===== config.mk =====
export PLATFORM = sky130hd
export DESIGN_NAME = pwfs_mdu
export DESIGN_NICKNAME = d
export VERILOG_FILES = /design/src/hdl/pwfs_pkg.sv /design/src/hdl/pwfs_mdu.sv
export SDC_FILE = /design/constraint.sdc
export NUM_CORES = 2
export LEC_CHECK = 0
export ABC_AREA = 1
export ABC_CLOCK_PERIOD_IN_PS = 11500
export BUFFER_PORTS_ARGS = -buffer_cell sky130_fd_sc_hd__buf_2
export CAP_MARGIN = 0
export CORE_MARGIN = 3
export CORE_UTILIZATION = 31
export DETAILED_ROUTE_END_ITERATION = 10
export GPL_ROUTABILITY_DRIVEN = 1
export PLACE_DENSITY = 0.53
export SYNTH_ARGS = -nofsm -noshare
export SYNTH_HDL_FRONTEND = slang
export SYNTH_SLANG_ARGS = --single-unit

===== constraint.sdc =====
create_clock -name clk -period 11.5 [get_ports clk]
set_input_delay 2.3 -clock clk [delete_from_list [all_inputs] [get_ports clk]]
set_output_delay 2.3 -clock clk [all_outputs]
set_load 0.05 [all_outputs]

===== src/hdl/pwfs_pkg.sv =====
// pwfs_pkg: shared types, constants and register codes for the wall-follow steering block
// no dependencies; imported by every other file of the block
`timescale 1ns / 1ps

package pwfs_pkg;

	// field widths
	localparam int PROX_W     = 12;
	localparam int N_PROX     = 8;
	localparam int SPEED_W    = 16;
	localparam int CFG_IDX_W  = 3;
	localparam int CFG_DATA_W = 16;
	localparam int GAIN_W     = 16;
	localparam int TIME_W     = 16;
	localparam int TARGET_W   = 12;

	// internal value widths
	localparam int SUM_W   = 15;  // five times a full-scale sample
	localparam int ERR_W   = 21;  // signed q12.8 error
	localparam int INTEG_W = 40;  // signed integral
	localparam int P_W     = 36;
	localparam int D_W     = 45;
	localparam int I_W     = 61;
	localparam int DS_W    = 63;
	localparam int BASE_W  = 14;
	localparam int MAG8_W  = DS_W - 12;
	localparam int OUTS_W  = MAG8_W + 2;

	// default parameter values
	localparam int unsigned TICK_MS_DEF     = 64;
	localparam int unsigned SAMPLE_BITS_DEF = 12;

	// arithmetic constants
	localparam int unsigned WEIGHT_SUM = 5;
	localparam int unsigned AVG_ROUND  = 2;
	localparam int unsigned MS_PER_S   = 1000;
	localparam int unsigned BASE_MUL   = 3;
	localparam logic [63:0] PROD_LIMIT = 64'd1 << 52;
	localparam logic [DS_W-1:0] DS_LIMIT = DS_W'(64'd1 << 20);

	localparam logic [1:0] W_LEFT  [N_PROX] = '{2'd0, 2'd0, 2'd0, 2'd0, 2'd0, 2'd1, 2'd1, 2'd3};
	localparam logic [1:0] W_RIGHT [N_PROX] = '{2'd3, 2'd1, 2'd1, 2'd0, 2'd0, 2'd0, 2'd0, 2'd0};

	// configuration registers
	typedef enum logic [CFG_IDX_W-1:0] {
		REG_GAIN_K           = 3'd0,
		REG_INTEGRAL_TIME    = 3'd1,
		REG_DERIVATIVE_TIME  = 3'd2,
		REG_SPEED_MULTIPLIER = 3'd3,
		REG_DISTANCE_TARGET  = 3'd4
	} cfg_reg_t;

	localparam logic [GAIN_W-1:0]   GAIN_K_RST           = 16'd0;
	localparam logic [TIME_W-1:0]   INTEGRAL_TIME_RST    = 16'd256;
	localparam logic [TIME_W-1:0]   DERIVATIVE_TIME_RST  = 16'd0;
	localparam logic [GAIN_W-1:0]   SPEED_MULTIPLIER_RST = 16'd4096;
	localparam logic [TARGET_W-1:0] DISTANCE_TARGET_RST  = 12'd700;

	typedef struct packed {
		logic [GAIN_W-1:0]   gain_k;
		logic [TIME_W-1:0]   integral_time;
		logic [TIME_W-1:0]   derivative_time;
		logic [GAIN_W-1:0]   speed_multiplier;
		logic [TARGET_W-1:0] distance_target;
	} cfg_t;

	// shared multiply / divide unit
	localparam int MDU_A_W      = 64;
	localparam int MDU_B_W      = 32;
	localparam int MUL_W        = 32;
	localparam int DIVISOR_W    = 16;
	localparam int DIV_STEP     = 4;  // quotient bits per cycle
	localparam int DIV_CYCLES   = MDU_A_W / DIV_STEP;
	localparam int DIV_CNT_W    = $clog2(DIV_CYCLES);

	typedef enum logic {
		MDU_MUL = 1'b0,
		MDU_DIV = 1'b1
	} mdu_op_t;

	typedef struct packed {
		logic                 start;
		mdu_op_t              op;
		logic [MDU_A_W-1:0]   a;
		logic [MDU_B_W-1:0]   b;
	} mdu_req_t;

	typedef struct packed {
		logic                 done;
		logic [MDU_A_W-1:0]   res;
	} mdu_rsp_t;

	// sequencer states
	typedef enum logic [3:0] {
		ST_IDLE,
		ST_AVG,
		ST_INC_MUL,
		ST_INC_DIV,
		ST_P,
		ST_D_SCALE,
		ST_D_GAIN,
		ST_D_MUL,
		ST_D_DIV,
		ST_I_LO,
		ST_I_HI,
		ST_I_DIV,
		ST_SUM_PD,
		ST_SUM_I,
		ST_SCALE,
		ST_OUT
	} seq_state_t;

endpackage


===== src/hdl/pwfs_mdu.sv =====
// pwfs_mdu: shared unsigned multiply / divide unit
// registered 32x32 multiply, or a 64 by 16 bit divide at four quotient bits a cycle; uses pwfs_pkg
`timescale 1ns / 1ps

module pwfs_mdu (
	input  logic               clk,
	input  logic               arst_n,
	input  pwfs_pkg::mdu_req_t req,
	output pwfs_pkg::mdu_rsp_t rsp
);
	import pwfs_pkg::*;

	logic                   busy_q;
	logic                   done_q;
	logic [DIV_CNT_W-1:0]   cnt_q;
	logic [DIVISOR_W:0]     rem_q;
	logic [MDU_A_W-1:0]     quo_q;
	logic [DIVISOR_W-1:0]   divisor_q;
	logic [MDU_A_W-1:0]     res_q;

	logic [DIVISOR_W:0]     rem_nxt;
	logic [MDU_A_W-1:0]     quo_nxt;
	logic [MDU_A_W-1:0]     product;
	logic                   last_step;

	assign product   = MDU_A_W'(req.a[MUL_W-1:0]) * MDU_A_W'(req.b[MUL_W-1:0]);
	assign last_step = (cnt_q == DIV_CNT_W'(DIV_CYCLES - 1));

	// restoring division, dividend shifts out of the top of the quotient register
	always_comb begin
		logic [DIVISOR_W:0]   r;
		logic [MDU_A_W-1:0]   q;
		r = rem_q;
		q = quo_q;
		for (int i = 0; i < DIV_STEP; i++) begin
			r = {r[DIVISOR_W-1:0], q[MDU_A_W-1]};
			q = {q[MDU_A_W-2:0], 1'b0};
			if (r >= {1'b0, divisor_q}) begin
				r    = r - {1'b0, divisor_q};
				q[0] = 1'b1;
			end
		end
		rem_nxt = r;
		quo_nxt = q;
	end

	always_ff @(posedge clk or negedge arst_n) begin
		if (!arst_n) begin
			busy_q <= 1'b0;
			done_q <= 1'b0;
			cnt_q  <= '0;
		end else begin
			done_q <= 1'b0;
			if (req.start) begin
				unique case (req.op)
					MDU_MUL: begin
						done_q <= 1'b1;
					end
					MDU_DIV: begin
						busy_q <= 1'b1;
						cnt_q  <= '0;
					end
					default: begin
						done_q <= 1'b0;
					end
				endcase
			end else if (busy_q) begin
				cnt_q <= cnt_q + DIV_CNT_W'(1);
				if (last_step) begin
					busy_q <= 1'b0;
					done_q <= 1'b1;
				end
			end
		end
	end

	always_ff @(posedge clk) begin
		if (req.start) begin
			res_q     <= product;
			quo_q     <= req.a;
			rem_q     <= '0;
			divisor_q <= req.b[DIVISOR_W-1:0];
		end else if (busy_q) begin
			quo_q <= quo_nxt;
			rem_q <= rem_nxt;
			if (last_step) begin
				res_q <= quo_nxt;
			end
		end
	end

	assign rsp.done = done_q;
	assign rsp.res  = res_q;

endmodule


==> results.json <==
{
  "run_status": "complete, no violations",
  "die_y_um": 382.1,
  "nFillCells": 14890,
  "fp.dieArea_um2": 146000,
  "wire_per_inst_um": 18.66,
  "cts_setup_buffers": 0,
  "report.final.setup_viol": 0,
  "antenna_violations_before_repair": 11,
  "maximum_root_to_sink_buffer_count": 2,
  "synth.ff_latch_count": 166,
  "antenna_left": 0,
  "dpl.hpwl_mm": 113.4,
  "synth.lib_cells_used.distinct": 51,
  "tritoncts.num_buffers": 17,
  "grt_setup_unrepaired": "no",
  "synthesis.instances": 5479,
  "drv.max_cap_violation_count": 0,
  "final.setup.worst_slack_ns": 1.156,
  "globalRouteTotalUtil_pct": 18.93,
  "timing_max_transition_violations_final": 0,
  "place_worst_setup_slack_ns": 0.6628,
  "synth-main-ff-cell": "sky130_fd_sc_hd__edfxtp_1",
  "worst_tran_pin_value_ns": 1.121,
  "cp_data_arrival_time_ns": 10.53,
  "first_pass_grt_wire_length_mm": 214.3,
  "ys_async_sr_fraction_pct": 3.614,
  "yosysWarnings": 0,
  "worst-setup-path-type": "in2reg",
  "top_level_ports": 165,
  "floorplan.initialDensity_pct": 31.31,
  "clock-root-buffer": "sky130_fd_sc_hd__clkbuf_16",
  "rows": 137,
  "post_synth.cell_area_avg_um2": 8.002,
  "drcViolationCount": 0,
  "drt-pass1-iter-count": 5,
  "syn2layout_area_growth_pct": 7.086,
  "fraction_of_layout_instances_using_a_drive_strength_above_1_pct": 5.425,
  "htree_levels": 4,
  "kind_of_path_behind_the_tightest_hold_check": "reg2reg",
  "sequential_area_share_after_synthesis_pct": 10.94,
  "timing.setup.tns_ns": 0,
  "critical_path.endpoint_type": "register",
  "worstSetupStartpointType": "primary input",
  "layout_min_cycle_time_ns": 10.34,
  "drtIter0Drc": 2606,
  "drt-vias-per-instance": 4.756,
  "postCtsResizedCells": 0,
  "fin_cells": 7335,
  "timing.max_slew.rel_slack_pct": 25.02,
  "place_inst": 7300,
  "die-width_um": 382.1,
  "register_area_um2": 4795,
  "path_clk_slew_ns": 0.08,
  "num_vias": 34880,
  "syn_nets": 6807,
  "globalRouteOverflowTotal": 0,
  "hold_ws_ns": 0.4707,
  "rrSetupSlack_ns": 1.77,
  "gpl.final_weighted_congestion": 0.9244,
  "cts_tree": "done",
  "area_used_by_multi_input_combinational_logic_um2": 32650,
  "finalWirelength_mm": 136.9,
  "finalHoldViolCount": 0,
  "critPathMaxFanout": 27,
  "f_max_mhz": 96.67,
  "post_route_clock_period_utilization_pct": 89.95,
  "timing.critical_path.required_ns": 11.69,
  "core-area_um2": 140000,
  "clock_latency_ns": 0.46,
  "cts_sinks": 166,
  "largest_net_degree_at_the_start_of_global_routing": 83,
  "design.final.nets": 6771,
  "cts-hold-fix-buffers": 0,
  "synth.cell_area_um2": 43840,
  "synth_edf_count": 144,
  "fin_worst_skew_ns": 0.01466,
  "first_global_vias": 36410,
  "numPortBuffers": 164
}
## kinds of logic (layout without fill, tap and decap cells)
logic type	after synthesis	count (layout)	synth area share, %
buffers and inverters	1697	1674	14.63
XOR/XNOR	72	72	1.438
AND/OR/NAND/NOR	1845	1845	16.58
adder cells (fa/ha/maj)	1228	1228	50.45
AO/OA/AOI/OAI	471	471	5.964
other	0	3	0
flip-flops	166	166	10.94
## final cells by class
type | instances | share of cell area, %
timing repair buffer | 207 | 2.449
clock buffer | 17 | 0.9061
inverter | 1435 | 11.47
multi-input combinational | 3616 | 69.54
clock inverter | 15 | 0.4077
antenna | 3 | 0.01599
tap | 1876 | 4.999
sequential | 166 | 10.21
## worst max-delay path, stage by stage
cell                       delay (ns)
sky130_fd_sc_hd__buf_2           0.64
sky130_fd_sc_hd__buf_4           0.29
sky130_fd_sc_hd__nand2_1         0.09
sky130_fd_sc_hd__fa_1            0.54
sky130_fd_sc_hd__inv_1           0.05
sky130_fd_sc_hd__fa_1            0.49
sky130_fd_sc_hd__fa_1            0.55
sky130_fd_sc_hd__inv_1           0.05
sky130_fd_sc_hd__fa_1            0.48
sky130_fd_sc_hd__fa_1            0.54
sky130_fd_sc_hd__fa_1            0.49
sky130_fd_sc_hd__inv_1           0.05
sky130_fd_sc_hd__fa_1            0.47
sky130_fd_sc_hd__inv_1           0.05
sky130_fd_sc_hd__fa_1            0.50
sky130_fd_sc_hd__inv_1           0.05
sky130_fd_sc_hd__ha_1            0.37
sky130_fd_sc_hd__nand2_1         0.11
sky130_fd_sc_hd__nor2_1          0.26
sky130_fd_sc_hd__inv_1           0.10
sky130_fd_sc_hd__nor4_1          0.60
sky130_fd_sc_hd__nand3_1         0.29
sky130_fd_sc_hd__nand3_1         0.32
sky130_fd_sc_hd__nand3_1         0.19
sky130_fd_sc_hd__o21bai_1        0.20
sky130_fd_sc_hd__a21oi_1         0.08
sky130_fd_sc_hd__o21ai_0         0.19
sky130_fd_sc_hd__o21ai_0         0.14
## final timing paths
| kind | startpoint | to | cells after the start |
|---|---|---|---|
| min in group asynchronous | arst_n | done_q | 1 |
| min | cnt_q[3] | cnt_q[3] | 1 |
| min reg2reg | cnt_q[3] | cnt_q[3] | 1 |
| max in group asynchronous | arst_n | cnt_q[3] | 1 |
| max | req[12] | res_q[61] | 28 |
| max reg2reg | divisor_q[1] | rem_q[14] | 47 |
## cells in the mapped netlist (10+ instances only)
cell type,count,area [µm²]
sky130_fd_sc_hd__or2_2,10,62.56
sky130_fd_sc_hd__nor2_1,124,465.5
sky130_fd_sc_hd__o21bai_1,16,120.1
sky130_fd_sc_hd__nor3_1,10,50.05
sky130_fd_sc_hd__a31oi_1,20,125.1
sky130_fd_sc_hd__nand3_1,76,380.4
sky130_fd_sc_hd__o21ai_1,18,90.09
sky130_fd_sc_hd__a21o_1,22,165.2
sky130_fd_sc_hd__nand4_1,16,100.1
sky130_fd_sc_hd__clkbuf_1,248,930.9
sky130_fd_sc_hd__edfxtp_1,144,4324
sky130_fd_sc_hd__ha_1,328,4104
sky130_fd_sc_hd__nand2_1,1567,5882
sky130_fd_sc_hd__a21oi_1,157,785.8
sky130_fd_sc_hd__xnor2_1,38,332.8
sky130_fd_sc_hd__fa_1,900,18020
sky130_fd_sc_hd__inv_1,1429,5364
sky130_fd_sc_hd__dfxtp_1,16,320.3
sky130_fd_sc_hd__xor2_1,34,297.8
sky130_fd_sc_hd__nand2_2,11,68.82
sky130_fd_sc_hd__o21ai_0,200,1001
## sequential cells by signal, summed over array words and instances, names as in the netlist
register,flops
done_q,1
cnt_q,4
res_q,64
divisor_q,16
rem_q,16
quo_q,64
busy_q,1
## layer usage
metal  wire [µm]  up-vias  GRT usage [%]
li1            -    15880              -
met1       59560    17810          26.16
met2       66810     1051          32.35
met3        7975      134          1.919
met4        2509        6          3.590
met5          38        -              0
## stage by stage
stage / utilization [%] / cell area, µm²
4_1_cts: 33.52 / 46940
6_report: 33.53 / 46950
3_5_place_dp: 33.08 / 46330
2_1_floorplan: - / 43840
3_3_place_gp: 33.08 / 46330
5_1_grt: 33.52 / 46940
## layout by cell type, fill, tap and decap left out, types with 10 or more instances in the layout
cell type and instances:
sky130_fd_sc_hd__xor2_1 34, sky130_fd_sc_hd__nor2_1 124, sky130_fd_sc_hd__nand2_1 1567, sky130_fd_sc_hd__edfxtp_1 144
sky130_fd_sc_hd__nor3_1 10, sky130_fd_sc_hd__or2_2 10, sky130_fd_sc_hd__clkbuf_16 17, sky130_fd_sc_hd__fa_1 900
sky130_fd_sc_hd__a21oi_1 157, sky130_fd_sc_hd__inv_1 1428, sky130_fd_sc_hd__o21bai_1 16, sky130_fd_sc_hd__buf_4 43
sky130_fd_sc_hd__o21ai_0 199, sky130_fd_sc_hd__o21ai_1 18, sky130_fd_sc_hd__a21o_1 22, sky130_fd_sc_hd__dfxtp_1 16
sky130_fd_sc_hd__buf_2 163, sky130_fd_sc_hd__ha_1 328, sky130_fd_sc_hd__nand3_1 76, sky130_fd_sc_hd__a31oi_1 20
sky130_fd_sc_hd__nand2_2 11, sky130_fd_sc_hd__xnor2_1 38, sky130_fd_sc_hd__nand4_1 16
Power is left out: the tool's default activity adds up to more than one toggle a clock period on the data nets, which glitch-free logic cannot reach.
