## src/hdl/pwfs_pkg.sv

```systemverilog
// pwfs_pkg: shared types, constants and register codes for the wall-follow steering block
// no dependencies; imported by every other file of the block
`timescale 1ns / 1ps

package pwfs_pkg;

	// field widths
	localparam int PROX_W     = 12;
	localparam int N_PROX     = 8;
	localparam int SPEED_W    = 16;
	localparam int CFG_IDX_W  = 3;
	localparam int CFG_DATA_W = 16;
	localparam int GAIN_W     = 16;
	localparam int TIME_W     = 16;
	localparam int TARGET_W   = 12;

	// internal value widths
	localparam int SUM_W   = 15;  // five times a full-scale sample
	localparam int ERR_W   = 21;  // signed q12.8 error
	localparam int INTEG_W = 40;  // signed integral
	localparam int P_W     = 36;
	localparam int D_W     = 45;
	localparam int I_W     = 61;
	localparam int DS_W    = 63;
	localparam int BASE_W  = 14;
	localparam int MAG8_W  = DS_W - 12;
	localparam int OUTS_W  = MAG8_W + 2;

	// default parameter values
	localparam int unsigned TICK_MS_DEF     = 64;
	localparam int unsigned SAMPLE_BITS_DEF = 12;

	// arithmetic constants
	localparam int unsigned WEIGHT_SUM = 5;
	localparam int unsigned AVG_ROUND  = 2;
	localparam int unsigned MS_PER_S   = 1000;
	localparam int unsigned BASE_MUL   = 3;
	localparam logic [63:0] PROD_LIMIT = 64'd1 << 52;
	localparam logic [DS_W-1:0] DS_LIMIT = DS_W'(64'd1 << 20);

	localparam logic [1:0] W_LEFT  [N_PROX] = '{2'd0, 2'd0, 2'd0, 2'd0, 2'd0, 2'd1, 2'd1, 2'd3};
	localparam logic [1:0] W_RIGHT [N_PROX] = '{2'd3, 2'd1, 2'd1, 2'd0, 2'd0, 2'd0, 2'd0, 2'd0};

	// configuration registers
	typedef enum logic [CFG_IDX_W-1:0] {
		REG_GAIN_K           = 3'd0,
		REG_INTEGRAL_TIME    = 3'd1,
		REG_DERIVATIVE_TIME  = 3'd2,
		REG_SPEED_MULTIPLIER = 3'd3,
		REG_DISTANCE_TARGET  = 3'd4
	} cfg_reg_t;

	localparam logic [GAIN_W-1:0]   GAIN_K_RST           = 16'd0;
	localparam logic [TIME_W-1:0]   INTEGRAL_TIME_RST    = 16'd256;
	localparam logic [TIME_W-1:0]   DERIVATIVE_TIME_RST  = 16'd0;
	localparam logic [GAIN_W-1:0]   SPEED_MULTIPLIER_RST = 16'd4096;
	localparam logic [TARGET_W-1:0] DISTANCE_TARGET_RST  = 12'd700;

	typedef struct packed {
		logic [GAIN_W-1:0]   gain_k;
		logic [TIME_W-1:0]   integral_time;
		logic [TIME_W-1:0]   derivative_time;
		logic [GAIN_W-1:0]   speed_multiplier;
		logic [TARGET_W-1:0] distance_target;
	} cfg_t;

	// shared multiply / divide unit
	localparam int MDU_A_W      = 64;
	localparam int MDU_B_W      = 32;
	localparam int MUL_W        = 32;
	localparam int DIVISOR_W    = 16;
	localparam int DIV_STEP     = 4;  // quotient bits per cycle
	localparam int DIV_CYCLES   = MDU_A_W / DIV_STEP;
	localparam int DIV_CNT_W    = $clog2(DIV_CYCLES);

	typedef enum logic {
		MDU_MUL = 1'b0,
		MDU_DIV = 1'b1
	} mdu_op_t;

	typedef struct packed {
		logic                 start;
		mdu_op_t              op;
		logic [MDU_A_W-1:0]   a;
		logic [MDU_B_W-1:0]   b;
	} mdu_req_t;

	typedef struct packed {
		logic                 done;
		logic [MDU_A_W-1:0]   res;
	} mdu_rsp_t;

	// sequencer states
	typedef enum logic [3:0] {
		ST_IDLE,
		ST_AVG,
		ST_INC_MUL,
		ST_INC_DIV,
		ST_P,
		ST_D_SCALE,
		ST_D_GAIN,
		ST_D_MUL,
		ST_D_DIV,
		ST_I_LO,
		ST_I_HI,
		ST_I_DIV,
		ST_SUM_PD,
		ST_SUM_I,
		ST_SCALE,
		ST_OUT
	} seq_state_t;

endpackage

```

## src/hdl/pwfs_in_if.sv

```systemverilog
// pwfs_in_if: sample channel, eight proximity readings and the wall side flag
// depends on pwfs_pkg
`timescale 1ns / 1ps

interface pwfs_in_if;
	import pwfs_pkg::*;

	logic              valid;
	logic              ready;
	logic [PROX_W-1:0] prox_0;
	logic [PROX_W-1:0] prox_1;
	logic [PROX_W-1:0] prox_2;
	logic [PROX_W-1:0] prox_3;
	logic [PROX_W-1:0] prox_4;
	logic [PROX_W-1:0] prox_5;
	logic [PROX_W-1:0] prox_6;
	logic [PROX_W-1:0] prox_7;
	logic              wall_side;

	modport source (
		output valid, prox_0, prox_1, prox_2, prox_3, prox_4, prox_5, prox_6, prox_7,
			wall_side,
		input  ready
	);

	modport sink (
		input  valid, prox_0, prox_1, prox_2, prox_3, prox_4, prox_5, prox_6, prox_7,
			wall_side,
		output ready
	);

endinterface

```

## src/hdl/pwfs_out_if.sv

```systemverilog
// pwfs_out_if: speed channel, left and right motor speeds in signed q8.8
// depends on pwfs_pkg
`timescale 1ns / 1ps

interface pwfs_out_if;
	import pwfs_pkg::*;

	logic                      valid;
	logic                      ready;
	logic signed [SPEED_W-1:0] left_speed;
	logic signed [SPEED_W-1:0] right_speed;

	modport source (
		output valid, left_speed, right_speed,
		input  ready
	);

	modport sink (
		input  valid, left_speed, right_speed,
		output ready
	);

endinterface

```

## src/hdl/pwfs_seq.sv

```systemverilog
// pwfs_seq: sequencer and datapath registers for the pid steering step
// drives the shared unit in pwfs_mdu for pid products and every quotient; uses pwfs_pkg and the channel interfaces
`timescale 1ns / 1ps

module pwfs_seq #(
	parameter int unsigned TICK_MS     = pwfs_pkg::TICK_MS_DEF,
	parameter int unsigned SAMPLE_BITS = pwfs_pkg::SAMPLE_BITS_DEF
) (
	input  logic               clk,
	input  logic               arst_n,
	input  pwfs_pkg::cfg_t     cfg,
	pwfs_in_if.sink            sample,
	pwfs_out_if.source         speed,
	output pwfs_pkg::mdu_req_t mdu_req,
	input  pwfs_pkg::mdu_rsp_t mdu_rsp
);
	import pwfs_pkg::*;

	localparam int unsigned SW = (SAMPLE_BITS < PROX_W) ? SAMPLE_BITS : PROX_W;
	localparam logic [PROX_W-1:0] SMASK = PROX_W'((32'd1 << SW) - 32'd1);

	seq_state_t state_q, state_nxt;
	logic       issued_q;

	// state kept across requests
	logic [ERR_W-1:0]   last_err_q;
	logic [INTEG_W-1:0] integ_q;

	// per-request working registers
	logic               right_q;
	logic [SUM_W-1:0]   sum_q;
	logic [ERR_W-1:0]   err_q;
	logic [63:0]        tmp_q;
	logic [31:0]        kt_q;
	logic [P_W-1:0]     p_q;
	logic [D_W-1:0]     d_q;
	logic [I_W-1:0]     i_q;
	logic [DS_W-1:0]    ds_q;
	logic [MAG8_W-1:0]  mag8_q;
	logic               neg_q;
	logic [BASE_W-1:0]  base_q;

	logic                      out_valid_q;
	logic signed [SPEED_W-1:0] left_q;
	logic signed [SPEED_W-1:0] right_speed_q;

	logic in_ready;
	logic op_state;
	logic load_out;
	logic in_accept;

	// weighted sample sum
	logic [PROX_W-1:0] prox [N_PROX];
	logic [SUM_W-1:0]  wsum;

	assign prox[0] = sample.prox_0 & SMASK;
	assign prox[1] = sample.prox_1 & SMASK;
	assign prox[2] = sample.prox_2 & SMASK;
	assign prox[3] = sample.prox_3 & SMASK;
	assign prox[4] = sample.prox_4 & SMASK;
	assign prox[5] = sample.prox_5 & SMASK;
	assign prox[6] = sample.prox_6 & SMASK;
	assign prox[7] = sample.prox_7 & SMASK;

	always_comb begin
		logic [SUM_W-1:0] acc;
		acc = '0;
		for (int i = 0; i < N_PROX; i++) begin
			acc = acc + SUM_W'(sample.wall_side ? W_RIGHT[i] : W_LEFT[i]) * SUM_W'(prox[i]);
		end
		wsum = acc;
	end

	// magnitudes and signs of the working values
	logic [ERR_W-1:0]   err_neg;
	logic [ERR_W-2:0]   emag;
	logic [ERR_W:0]     diff;
	logic [ERR_W:0]     diff_neg;
	logic [ERR_W-1:0]   dmag;
	logic [INTEG_W-1:0] integ_neg;
	logic [INTEG_W-1:0] imag;

	assign err_neg   = -err_q;
	assign emag      = err_q[ERR_W-1] ? err_neg[ERR_W-2:0] : err_q[ERR_W-2:0];
	assign diff      = {err_q[ERR_W-1], err_q} - {last_err_q[ERR_W-1], last_err_q};
	assign diff_neg  = -diff;
	assign dmag      = diff[ERR_W] ? diff_neg[ERR_W-1:0] : diff[ERR_W-1:0];
	assign integ_neg = -integ_q;
	// the most negative integral reads back as its own magnitude
	assign imag      = integ_q[INTEG_W-1] ? integ_neg : integ_q;

	// error from the rounded average
	logic [ERR_W+1:0] err_full;
	assign err_full = {2'b00, mdu_rsp.res[ERR_W-1:0]}
		- {3'b000, cfg.distance_target, 8'h00};

	// integral update with saturation
	logic [INTEG_W:0] inc_ext;
	logic [INTEG_W:0] integ_sum;
	logic [INTEG_W-1:0] integ_sat;

	assign inc_ext   = err_q[ERR_W-1] ? -(INTEG_W+1)'(mdu_rsp.res[ERR_W-2:0])
		: (INTEG_W+1)'(mdu_rsp.res[ERR_W-2:0]);
	assign integ_sum = {integ_q[INTEG_W-1], integ_q} + inc_ext;

	always_comb begin
		if (integ_sum[INTEG_W] != integ_sum[INTEG_W-1]) begin
			integ_sat = integ_sum[INTEG_W] ? {1'b1, {(INTEG_W-1){1'b0}}}
				: {1'b0, {(INTEG_W-1){1'b1}}};
		end else begin
			integ_sat = integ_sum[INTEG_W-1:0];
		end
	end

	// clamped products
	logic [63:0] d_prod_clamp;
	logic [63:0] i_prod;
	logic [63:0] i_prod_clamp;

	assign d_prod_clamp = (mdu_rsp.res > PROD_LIMIT) ? PROD_LIMIT : mdu_rsp.res;
	assign i_prod       = (64'(mdu_rsp.res[P_W-1:0]) << 20) + tmp_q;
	assign i_prod_clamp = (i_prod > PROD_LIMIT) ? PROD_LIMIT : i_prod;

	// signed terms of the sum
	logic [DS_W-1:0] p_term;
	logic [DS_W-1:0] d_term;
	logic [DS_W-1:0] i_term;
	logic [DS_W-1:0] ds_abs;

	assign p_term = err_q[ERR_W-1] ? -DS_W'(p_q) : DS_W'(p_q);
	assign d_term = diff[ERR_W] ? -DS_W'(d_q) : DS_W'(d_q);
	assign i_term = integ_q[INTEG_W-1] ? -DS_W'(i_q) : DS_W'(i_q);
	assign ds_abs = ds_q[DS_W-1] ? -ds_q : ds_q;

	logic [17:0] base_full;
	assign base_full = 18'(cfg.speed_multiplier) * 18'(BASE_MUL);

	// final speeds
	logic [OUTS_W-1:0] spd_add;
	logic [OUTS_W-1:0] spd_sub;

	assign spd_add = OUTS_W'(base_q) + OUTS_W'(mag8_q);
	assign spd_sub = OUTS_W'(base_q) - OUTS_W'(mag8_q);

	function automatic logic [SPEED_W-1:0] sat16(input logic [OUTS_W-1:0] v);
		logic [OUTS_W-SPEED_W:0] upper;
		upper = v[OUTS_W-1:SPEED_W-1];
		if (!v[OUTS_W-1] && (upper != '0)) begin
			return {1'b0, {(SPEED_W-1){1'b1}}};
		end else if (v[OUTS_W-1] && (upper != '1)) begin
			return {1'b1, {(SPEED_W-1){1'b0}}};
		end
		return v[SPEED_W-1:0];
	endfunction

	// next state
	always_comb begin
		state_nxt = state_q;
		unique case (state_q)
			ST_IDLE: begin
				if (sample.valid) state_nxt = ST_AVG;
			end
			ST_AVG: begin
				if (issued_q && mdu_rsp.done) state_nxt = ST_INC_MUL;
			end
			ST_INC_MUL: begin
				if (issued_q && mdu_rsp.done) state_nxt = ST_INC_DIV;
			end
			ST_INC_DIV: begin
				if (issued_q && mdu_rsp.done) state_nxt = ST_P;
			end
			ST_P: begin
				if (issued_q && mdu_rsp.done) state_nxt = ST_D_SCALE;
			end
			ST_D_SCALE: begin
				if (issued_q && mdu_rsp.done) state_nxt = ST_D_GAIN;
			end
			ST_D_GAIN: begin
				if (issued_q && mdu_rsp.done) state_nxt = ST_D_MUL;
			end
			ST_D_MUL: begin
				if (issued_q && mdu_rsp.done) state_nxt = ST_D_DIV;
			end
			ST_D_DIV: begin
				if (issued_q && mdu_rsp.done) state_nxt = ST_I_LO;
			end
			ST_I_LO: begin
				if (issued_q && mdu_rsp.done) state_nxt = ST_I_HI;
			end
			ST_I_HI: begin
				// integral action is off with a zero integral time
				if (issued_q && mdu_rsp.done) begin
					state_nxt = (cfg.integral_time == '0) ? ST_SUM_PD : ST_I_DIV;
				end
			end
			ST_I_DIV: begin
				if (issued_q && mdu_rsp.done) state_nxt = ST_SUM_PD;
			end
			ST_SUM_PD: state_nxt = ST_SUM_I;
			ST_SUM_I:  state_nxt = ST_SCALE;
			ST_SCALE:  state_nxt = ST_OUT;
			ST_OUT: begin
				if (!out_valid_q || speed.ready) state_nxt = ST_IDLE;
			end
			default: state_nxt = ST_IDLE;
		endcase
	end

	// outputs and unit operands
	always_comb begin
		in_ready    = 1'b0;
		load_out    = 1'b0;
		op_state    = 1'b1;
		mdu_req.op  = MDU_MUL;
		mdu_req.a   = '0;
		mdu_req.b   = '0;
		unique case (state_q)
			ST_IDLE: begin
				op_state = 1'b0;
				in_ready = 1'b1;
			end
			ST_AVG: begin
				mdu_req.op = MDU_DIV;
				mdu_req.a  = MDU_A_W'({sum_q, 8'h00}) + MDU_A_W'(AVG_ROUND);
				mdu_req.b  = MDU_B_W'(WEIGHT_SUM);
			end
			ST_INC_MUL: begin
				mdu_req.a = MDU_A_W'(emag);
				mdu_req.b = MDU_B_W'(TICK_MS);
			end
			ST_INC_DIV: begin
				mdu_req.op = MDU_DIV;
				mdu_req.a  = tmp_q;
				mdu_req.b  = MDU_B_W'(MS_PER_S);
			end
			ST_P: begin
				mdu_req.a = MDU_A_W'(emag);
				mdu_req.b = MDU_B_W'(cfg.gain_k);
			end
			ST_D_SCALE: begin
				mdu_req.a = MDU_A_W'(dmag);
				mdu_req.b = MDU_B_W'(MS_PER_S);
			end
			ST_D_GAIN: begin
				mdu_req.a = MDU_A_W'(cfg.gain_k);
				mdu_req.b = MDU_B_W'(cfg.derivative_time);
			end
			ST_D_MUL: begin
				mdu_req.a = MDU_A_W'(kt_q);
				mdu_req.b = tmp_q[MDU_B_W-1:0];
			end
			ST_D_DIV: begin
				mdu_req.op = MDU_DIV;
				mdu_req.a  = tmp_q;
				mdu_req.b  = MDU_B_W'(TICK_MS);
			end
			ST_I_LO: begin
				mdu_req.a = MDU_A_W'(cfg.gain_k);
				mdu_req.b = MDU_B_W'(imag[19:0]);
			end
			ST_I_HI: begin
				mdu_req.a = MDU_A_W'(cfg.gain_k);
				mdu_req.b = MDU_B_W'(imag[INTEG_W-1:20]);
			end
			ST_I_DIV: begin
				mdu_req.op = MDU_DIV;
				mdu_req.a  = tmp_q;
				mdu_req.b  = MDU_B_W'(cfg.integral_time);
			end
			ST_SUM_PD, ST_SUM_I, ST_SCALE: begin
				op_state = 1'b0;
			end
			ST_OUT: begin
				op_state = 1'b0;
				load_out = !out_valid_q || speed.ready;
			end
			default: begin
				op_state = 1'b0;
			end
		endcase
		mdu_req.start = op_state && !issued_q;
	end

	assign in_accept    = sample.valid && in_ready;
	assign sample.ready = in_ready;

	always_ff @(posedge clk or negedge arst_n) begin
		if (!arst_n) begin
			state_q     <= ST_IDLE;
			issued_q    <= 1'b0;
			out_valid_q <= 1'b0;
			last_err_q  <= '0;
			integ_q     <= '0;
		end else begin
			state_q <= state_nxt;
			if (mdu_req.start) begin
				issued_q <= 1'b1;
			end else if (mdu_rsp.done) begin
				issued_q <= 1'b0;
			end
			if (load_out) begin
				out_valid_q <= 1'b1;
				last_err_q  <= err_q;
			end else if (speed.ready) begin
				out_valid_q <= 1'b0;
			end
			if (state_q == ST_INC_DIV && issued_q && mdu_rsp.done) begin
				integ_q <= integ_sat;
			end
		end
	end

	always_ff @(posedge clk) begin
		if (in_accept) begin
			sum_q   <= wsum;
			right_q <= sample.wall_side;
		end
		if (issued_q && mdu_rsp.done) begin
			unique case (state_q)
				ST_AVG:     err_q <= err_full[ERR_W-1:0];
				ST_INC_MUL: tmp_q <= mdu_rsp.res;
				ST_P:       p_q   <= mdu_rsp.res[P_W-1:0];
				ST_D_SCALE: tmp_q <= mdu_rsp.res;
				ST_D_GAIN:  kt_q  <= mdu_rsp.res[31:0];
				ST_D_MUL:   tmp_q <= 64'(d_prod_clamp[52:8]);
				ST_D_DIV:   d_q   <= mdu_rsp.res[D_W-1:0];
				ST_I_LO:    tmp_q <= mdu_rsp.res;
				ST_I_HI: begin
					tmp_q <= i_prod_clamp << 8;
					i_q   <= '0;
				end
				ST_I_DIV:   i_q   <= mdu_rsp.res[I_W-1:0];
				default:    tmp_q <= tmp_q;
			endcase
		end
		if (state_q == ST_SUM_PD) begin
			ds_q <= p_term + d_term;
		end
		if (state_q == ST_SUM_I) begin
			ds_q <= ds_q + i_term;
		end
		if (state_q == ST_SCALE) begin
			// steering flips for the left wall; truncation is on the magnitude
			mag8_q <= ds_abs[DS_W-1:12];
			neg_q  <= ds_q[DS_W-1] ^ !right_q;
			base_q <= (ds_abs > DS_LIMIT) ? '0 : base_full[17:4];
		end
		if (load_out) begin
			right_speed_q <= sat16(neg_q ? spd_sub : spd_add);
			left_q        <= sat16(neg_q ? spd_add : spd_sub);
		end
	end

	assign speed.valid       = out_valid_q;
	assign speed.left_speed  = left_q;
	assign speed.right_speed = right_speed_q;

endmodule

```

## src/flat_wrapper.sv

```systemverilog
// flat-port wrapper written by rule: the top's interface ports become plain ports
module pwfs_seq_flat import pwfs_pkg::*;
#(
	parameter int unsigned TICK_MS     = pwfs_pkg::TICK_MS_DEF,
	parameter int unsigned SAMPLE_BITS = pwfs_pkg::SAMPLE_BITS_DEF
)
  (clk, arst_n, cfg, mdu_req, mdu_rsp, sample_valid, sample_prox_0, sample_prox_1, sample_prox_2, sample_prox_3, sample_prox_4, sample_prox_5, sample_prox_6, sample_prox_7, sample_wall_side, sample_ready, speed_valid, speed_left_speed, speed_right_speed, speed_ready);
  pwfs_in_if sample_i ();
  pwfs_out_if speed_i ();
  input  logic clk;
  input  logic arst_n;
  input  pwfs_pkg::cfg_t cfg;
  output pwfs_pkg::mdu_req_t mdu_req;
  input  pwfs_pkg::mdu_rsp_t mdu_rsp;
  input wire logic [$bits(sample_i.valid)-1:0] sample_valid;
  input wire logic [$bits(sample_i.prox_0)-1:0] sample_prox_0;
  input wire logic [$bits(sample_i.prox_1)-1:0] sample_prox_1;
  input wire logic [$bits(sample_i.prox_2)-1:0] sample_prox_2;
  input wire logic [$bits(sample_i.prox_3)-1:0] sample_prox_3;
  input wire logic [$bits(sample_i.prox_4)-1:0] sample_prox_4;
  input wire logic [$bits(sample_i.prox_5)-1:0] sample_prox_5;
  input wire logic [$bits(sample_i.prox_6)-1:0] sample_prox_6;
  input wire logic [$bits(sample_i.prox_7)-1:0] sample_prox_7;
  input wire logic [$bits(sample_i.wall_side)-1:0] sample_wall_side;
  output wire logic [$bits(sample_i.ready)-1:0] sample_ready;
  output wire logic [$bits(speed_i.valid)-1:0] speed_valid;
  output wire logic [$bits(speed_i.left_speed)-1:0] speed_left_speed;
  output wire logic [$bits(speed_i.right_speed)-1:0] speed_right_speed;
  input wire logic [$bits(speed_i.ready)-1:0] speed_ready;
  assign sample_i.valid = sample_valid;
  assign sample_i.prox_0 = sample_prox_0;
  assign sample_i.prox_1 = sample_prox_1;
  assign sample_i.prox_2 = sample_prox_2;
  assign sample_i.prox_3 = sample_prox_3;
  assign sample_i.prox_4 = sample_prox_4;
  assign sample_i.prox_5 = sample_prox_5;
  assign sample_i.prox_6 = sample_prox_6;
  assign sample_i.prox_7 = sample_prox_7;
  assign sample_i.wall_side = sample_wall_side;
  assign sample_ready = sample_i.ready;
  assign speed_valid = speed_i.valid;
  assign speed_left_speed = speed_i.left_speed;
  assign speed_right_speed = speed_i.right_speed;
  assign speed_i.ready = speed_ready;
  pwfs_seq #(.TICK_MS(TICK_MS), .SAMPLE_BITS(SAMPLE_BITS)) u_core (.clk(clk), .arst_n(arst_n), .cfg(cfg), .sample(sample_i), .speed(speed_i), .mdu_req(mdu_req), .mdu_rsp(mdu_rsp));
endmodule
```

## config.mk

```make
export PLATFORM = sky130hd
export DESIGN_NAME = pwfs_seq_flat
export DESIGN_NICKNAME = d
export VERILOG_FILES = /design/src/hdl/pwfs_pkg.sv /design/src/hdl/pwfs_in_if.sv /design/src/hdl/pwfs_out_if.sv /design/src/hdl/pwfs_seq.sv /design/src/flat_wrapper.sv
export SDC_FILE = /design/constraint.sdc
export NUM_CORES = 2
export LEC_CHECK = 0
export BUFFER_PORTS_ARGS = -buffer_cell sky130_fd_sc_hd__buf_4
export CAP_MARGIN = 20
export CORE_MARGIN = 4
export CORE_UTILIZATION = 63
export CTS_CLUSTER_SIZE = 8
export DETAILED_ROUTE_END_ITERATION = 8
export HOLD_SLACK_MARGIN = 0.03
export PLACE_DENSITY_LB_ADDON = 0.3
export SLEW_MARGIN = 10
export SYNTH_ARGS = -nofsm -noshare
export SYNTH_HDL_FRONTEND = slang
export SYNTH_SLANG_ARGS = --single-unit
```

## constraint.sdc

```tcl
create_clock -name clk -period 9.1 [get_ports clk]
set_input_delay 1.82 -clock clk [delete_from_list [all_inputs] [get_ports clk]]
set_output_delay 1.82 -clock clk [all_outputs]
set_load 0.01 [all_outputs]
```

==> results.json <==
{
  "status": "completed",
  "worst-endpoint-required_ns": 9.43,
  "cts.sinks": 503,
  "start_util_pct": 63.5,
  "tns_ns": 0,
  "overflow": 0,
  "async_flop_share_pct": 13.3,
  "synthFlopType": "edfxtp_1",
  "antenna_found_initial": 4,
  "path_clk_slew_ns": 0.06,
  "yosysTopAreaCell": "edfxtp_1",
  "fin_nets": 6408,
  "clockBufferDepth": 3,
  "finClkSkew_ns": 0.0414,
  "r2r_setup_slack_ns": 1.32,
  "place_inst": 6731,
  "timing.fmax_ghz": 0.128,
  "seqPwrFrac_pct": 20.5,
  "hold_class": "register to register",
  "cpPeakStageDelay_ns": 0.61,
  "switchingPower_uw": 7870,
  "cts_tree": "done",
  "power_density_nw_per_um2": 312,
  "htreeDepth": 3,
  "critPathBufInv": 1,
  "post_cts_resized": 0,
  "cp_top_family": "compound AO/OA/AOI/OAI gates",
  "switching_share_pct": 47.1,
  "synth_edf_count": 436,
  "yosys.cell_types.count": 101,
  "rr_startpoint": "u_core.err_q[1]",
  "p_leak_uw": 0.0212,
  "ant_nets": 0,
  "grt_pass1_vias": 42965,
  "cpMostUsedCell": "o21ai_0",
  "gp_congestion": 0.998,
  "synthCells": 5607,
  "fin_crit_sh_pct": 85.5,
  "syn_area_um2": 48200,
  "drv_cap": 0,
  "rows": 101,
  "end_kind": "register",
  "holdPathEnd": "u_core.last_err_q[0]",
  "reg2regPathDepth": 25,
  "syn_area_per_cell_um2": 8.60,
  "final_util_pct": 70.4,
  "pwr-share-clk_pct": 15.4,
  "diodes": 0,
  "rsz0062_at_grt": "false",
  "synth.area.top_cells": "edfxtp_1, ha_1, xnor2_1",
  "area.growth.synth_to_final_pct": 11.0,
  "reg2reg_to": "u_core.ds_q[55]",
  "slew_headroom_pct": 16.2,
  "cts_root_buf": "clkbuf_16",
  "drt_first_pass_iters": 8,
  "finalSetupViolCount": 0,
  "io_pins": 374,
  "ys_ff_latch": 503,
  "slowest_stage": "or4_1",
  "ir_worst_vdd_mv": 0.260,
  "internal_power_uw": 8850,
  "fin_cells": 6842,
  "postCtsHoldBufs": 0,
  "grt_pass1_wl_um": 243000,
  "startpoint_type": "register",
  "whs_ns": 0.516,
  "cp.arrival_ns": 8.11,
  "p_comb_share_pct": 64.0,
  "drt_wl_total_um": 159000,
  "core_area_um2": 75900,
  "io_buffers": 349,
  "period_minus_slack_ns": 7.78,
  "tightest_slew_ns": 1.26,
  "worstSkewPairLatency_ns": 0.64,
  "cts_buffers": 74,
  "hpwlAfterDp_um": 122000,
  "routed_via_density": 6.67,
  "gr-usage-all-layers_pct": 37.7,
  "drive_gt1_share_pct": 10.0,
  "die_height_um": 285,
  "yosysTopAreaCellShare_pct": 27.2,
  "drc": 0,
  "grt_max_degree": 84,
  "min_from": "u_core.last_err_q[0]",
  "vias": 45631,
  "die_w_um": 285,
  "die-area_um2": 81000,
  "synth_seq_area_share_pct": 30.6,
  "slew_violations": 0,
  "cp_max_fo": 19,
  "hold_path_depth": 1,
  "syn_nets": 6236,
  "post-cts-setup-buffers": 0,
  "post_drt_wl_per_cell_um": 23.3,
  "critical_path_class": "register to register",
  "drt_iter0_drc": 5622,
  "ys_warn_count": 0,
  "fill_cells": 5976,
  "final_hold_viol_count": 0
}
==> stage by stage <==
step	setup slack [ns]	cell area (um^2)	power, uW
after floorplan	2.14	48200	11000
after global placement	1.10	51400	13600
after detailed placement	0.973	51400	13800
after CTS	1.44	53500	16400
after global routing	0.991	53500	17800
final	1.32	53500	16700
==> kinds of logic after synthesis <==
family	Yosys count	share of synthesized area, %
xor+xnor	570	10.4
compound gates	1656	22.5
flops	503	30.6
mux	41	0.869
fa+ha+maj	403	11.6
simple gates	1852	19.4
buf+inv	582	4.66
==> synthesized netlist by cell type (98+ instances only) <==
cell type	number
nor2_1	365
and3_1	98
nand3_1	116
ha_1	309
edfxtp_1	436
clkbuf_1	255
inv_1	278
a21o_1	132
o21ai_0	423
nor3_1	129
a21oi_1	384
o31ai_1	100
nand2_1	501
xnor2_1	427
and2_1	109
xor2_1	143
==> how the worst max path moves through the flow <==
stage | startpoint | to | slack (ns) | cells after the start
after global routing | u_core.err_q[1] | u_core.ds_q[57] | 0.99 | 24
final | u_core.err_q[1] | u_core.ds_q[55] | 1.32 | 25
after CTS | u_core.err_q[1] | u_core.ds_q[55] | 1.44 | 25
after detailed placement | mdu_rsp[1] | u_core.integ_q[26] | 0.97 | 22
after floorplan | sample_wall_side | u_core.sum_q[14] | 2.14 | 24
after global placement | mdu_rsp[1] | u_core.integ_q[11] | 1.10 | 22
==> power groups by stage <==
| stage | Combinational [uW] | Clock, uW | Sequential, uW |
|---|---|---|---|
| floorplan | 7770 | 0 | 3260 |
| global placement | 10200 | 0 | 3440 |
| detailed placement | 10300 | 0 | 3450 |
| CTS | 10400 | 2590 | 3410 |
| global route | 11700 | 2690 | 3440 |
| finish | 10700 | 2580 | 3430 |
==> cell type report <==
class	count	area, um^2	area share, %
multi-input cells	4522	31300	58.5
repair buffers	399	2990	5.59
flip-flops and latches	503	14800	27.6
inverters	279	1050	1.96
clock inverters	12	174	0.325
clock buffers	97	1940	3.62
well taps	1030	1290	2.41
==> layout by cell type, fill, tap and decap left out, types with 42 or more instances in the layout <==
cell | Yosys | layout
dfrtp_1 | 67 | 66
and2_1 | 109 | 107
or3_1 | 73 | 73
nor3_1 | 129 | 129
xor2_1 | 143 | 143
ha_1 | 309 | 309
clkbuf_16 | 0 | 74
a21oi_1 | 384 | 382
a21o_1 | 132 | 132
nand3_1 | 116 | 116
or4_1 | 42 | 42
nand2b_1 | 81 | 81
fa_1 | 78 | 78
nand2_1 | 501 | 500
xnor2_1 | 427 | 427
a31oi_1 | 43 | 43
edfxtp_1 | 436 | 436
o21ai_0 | 423 | 423
inv_1 | 278 | 277
nor4_1 | 94 | 93
nand4_1 | 81 | 81
o21bai_1 | 46 | 46
o31ai_1 | 100 | 100
and3_1 | 98 | 93
a22oi_1 | 66 | 66
a211oi_1 | 45 | 45
buf_4 | 2 | 397
nor2b_1 | 56 | 55
nor2_1 | 365 | 362
==> flip-flops by register name, indices dropped and copies added, names as in the netlist, 4 cells and up <==
signal and cells:
u_core.err_q 21, u_core.state_q 4, u_core.i_q 61, u_core.last_err_q 21
u_core.ds_q 63, u_core.speed.right_speed 16, u_core.base_q 14, u_core.kt_q 32
u_core.mag8_q 51, u_core.p_q 36, u_core.integ_q 40, u_core.sum_q 15
u_core.speed.left_speed 16, u_core.tmp_q 64, u_core.d_q 45
==> routing by layer <==
layer,GRT usage [%],up-vias,share of wire (%)
li1,-,21085,-
met2,60.6,2550,45
met5,0,-,0.014
met3,6.88,570,10
met1,48.6,21420,39
met4,19.9,6,6.3
==> worst register-to-register path, cell delays in order (launching register included) <==
cell and delay [ns]:
edfxtp_1 0.52, ha_1 0.33, nor2b_1 0.17, o2111ai_1 0.21, a31o_2 0.28, a21o_1 0.26, a211oi_1 0.27, o21ai_0 0.20
o21ai_0 0.41, o21a_2 0.39, buf_4 0.33, nor2_1 0.09, xor2_1 0.15, ha_1 0.39, o211ai_1 0.14, o211a_1 0.26
or4_1 0.61, a311oi_1 0.49, o21ai_0 0.24, o32ai_1 0.33, a41oi_1 0.27, o21ai_1 0.36, a221o_1 0.28, a31oi_1 0.11
xor2_1 0.27, mux2i_1 0.13
Power figures use the tool's default switching activity.
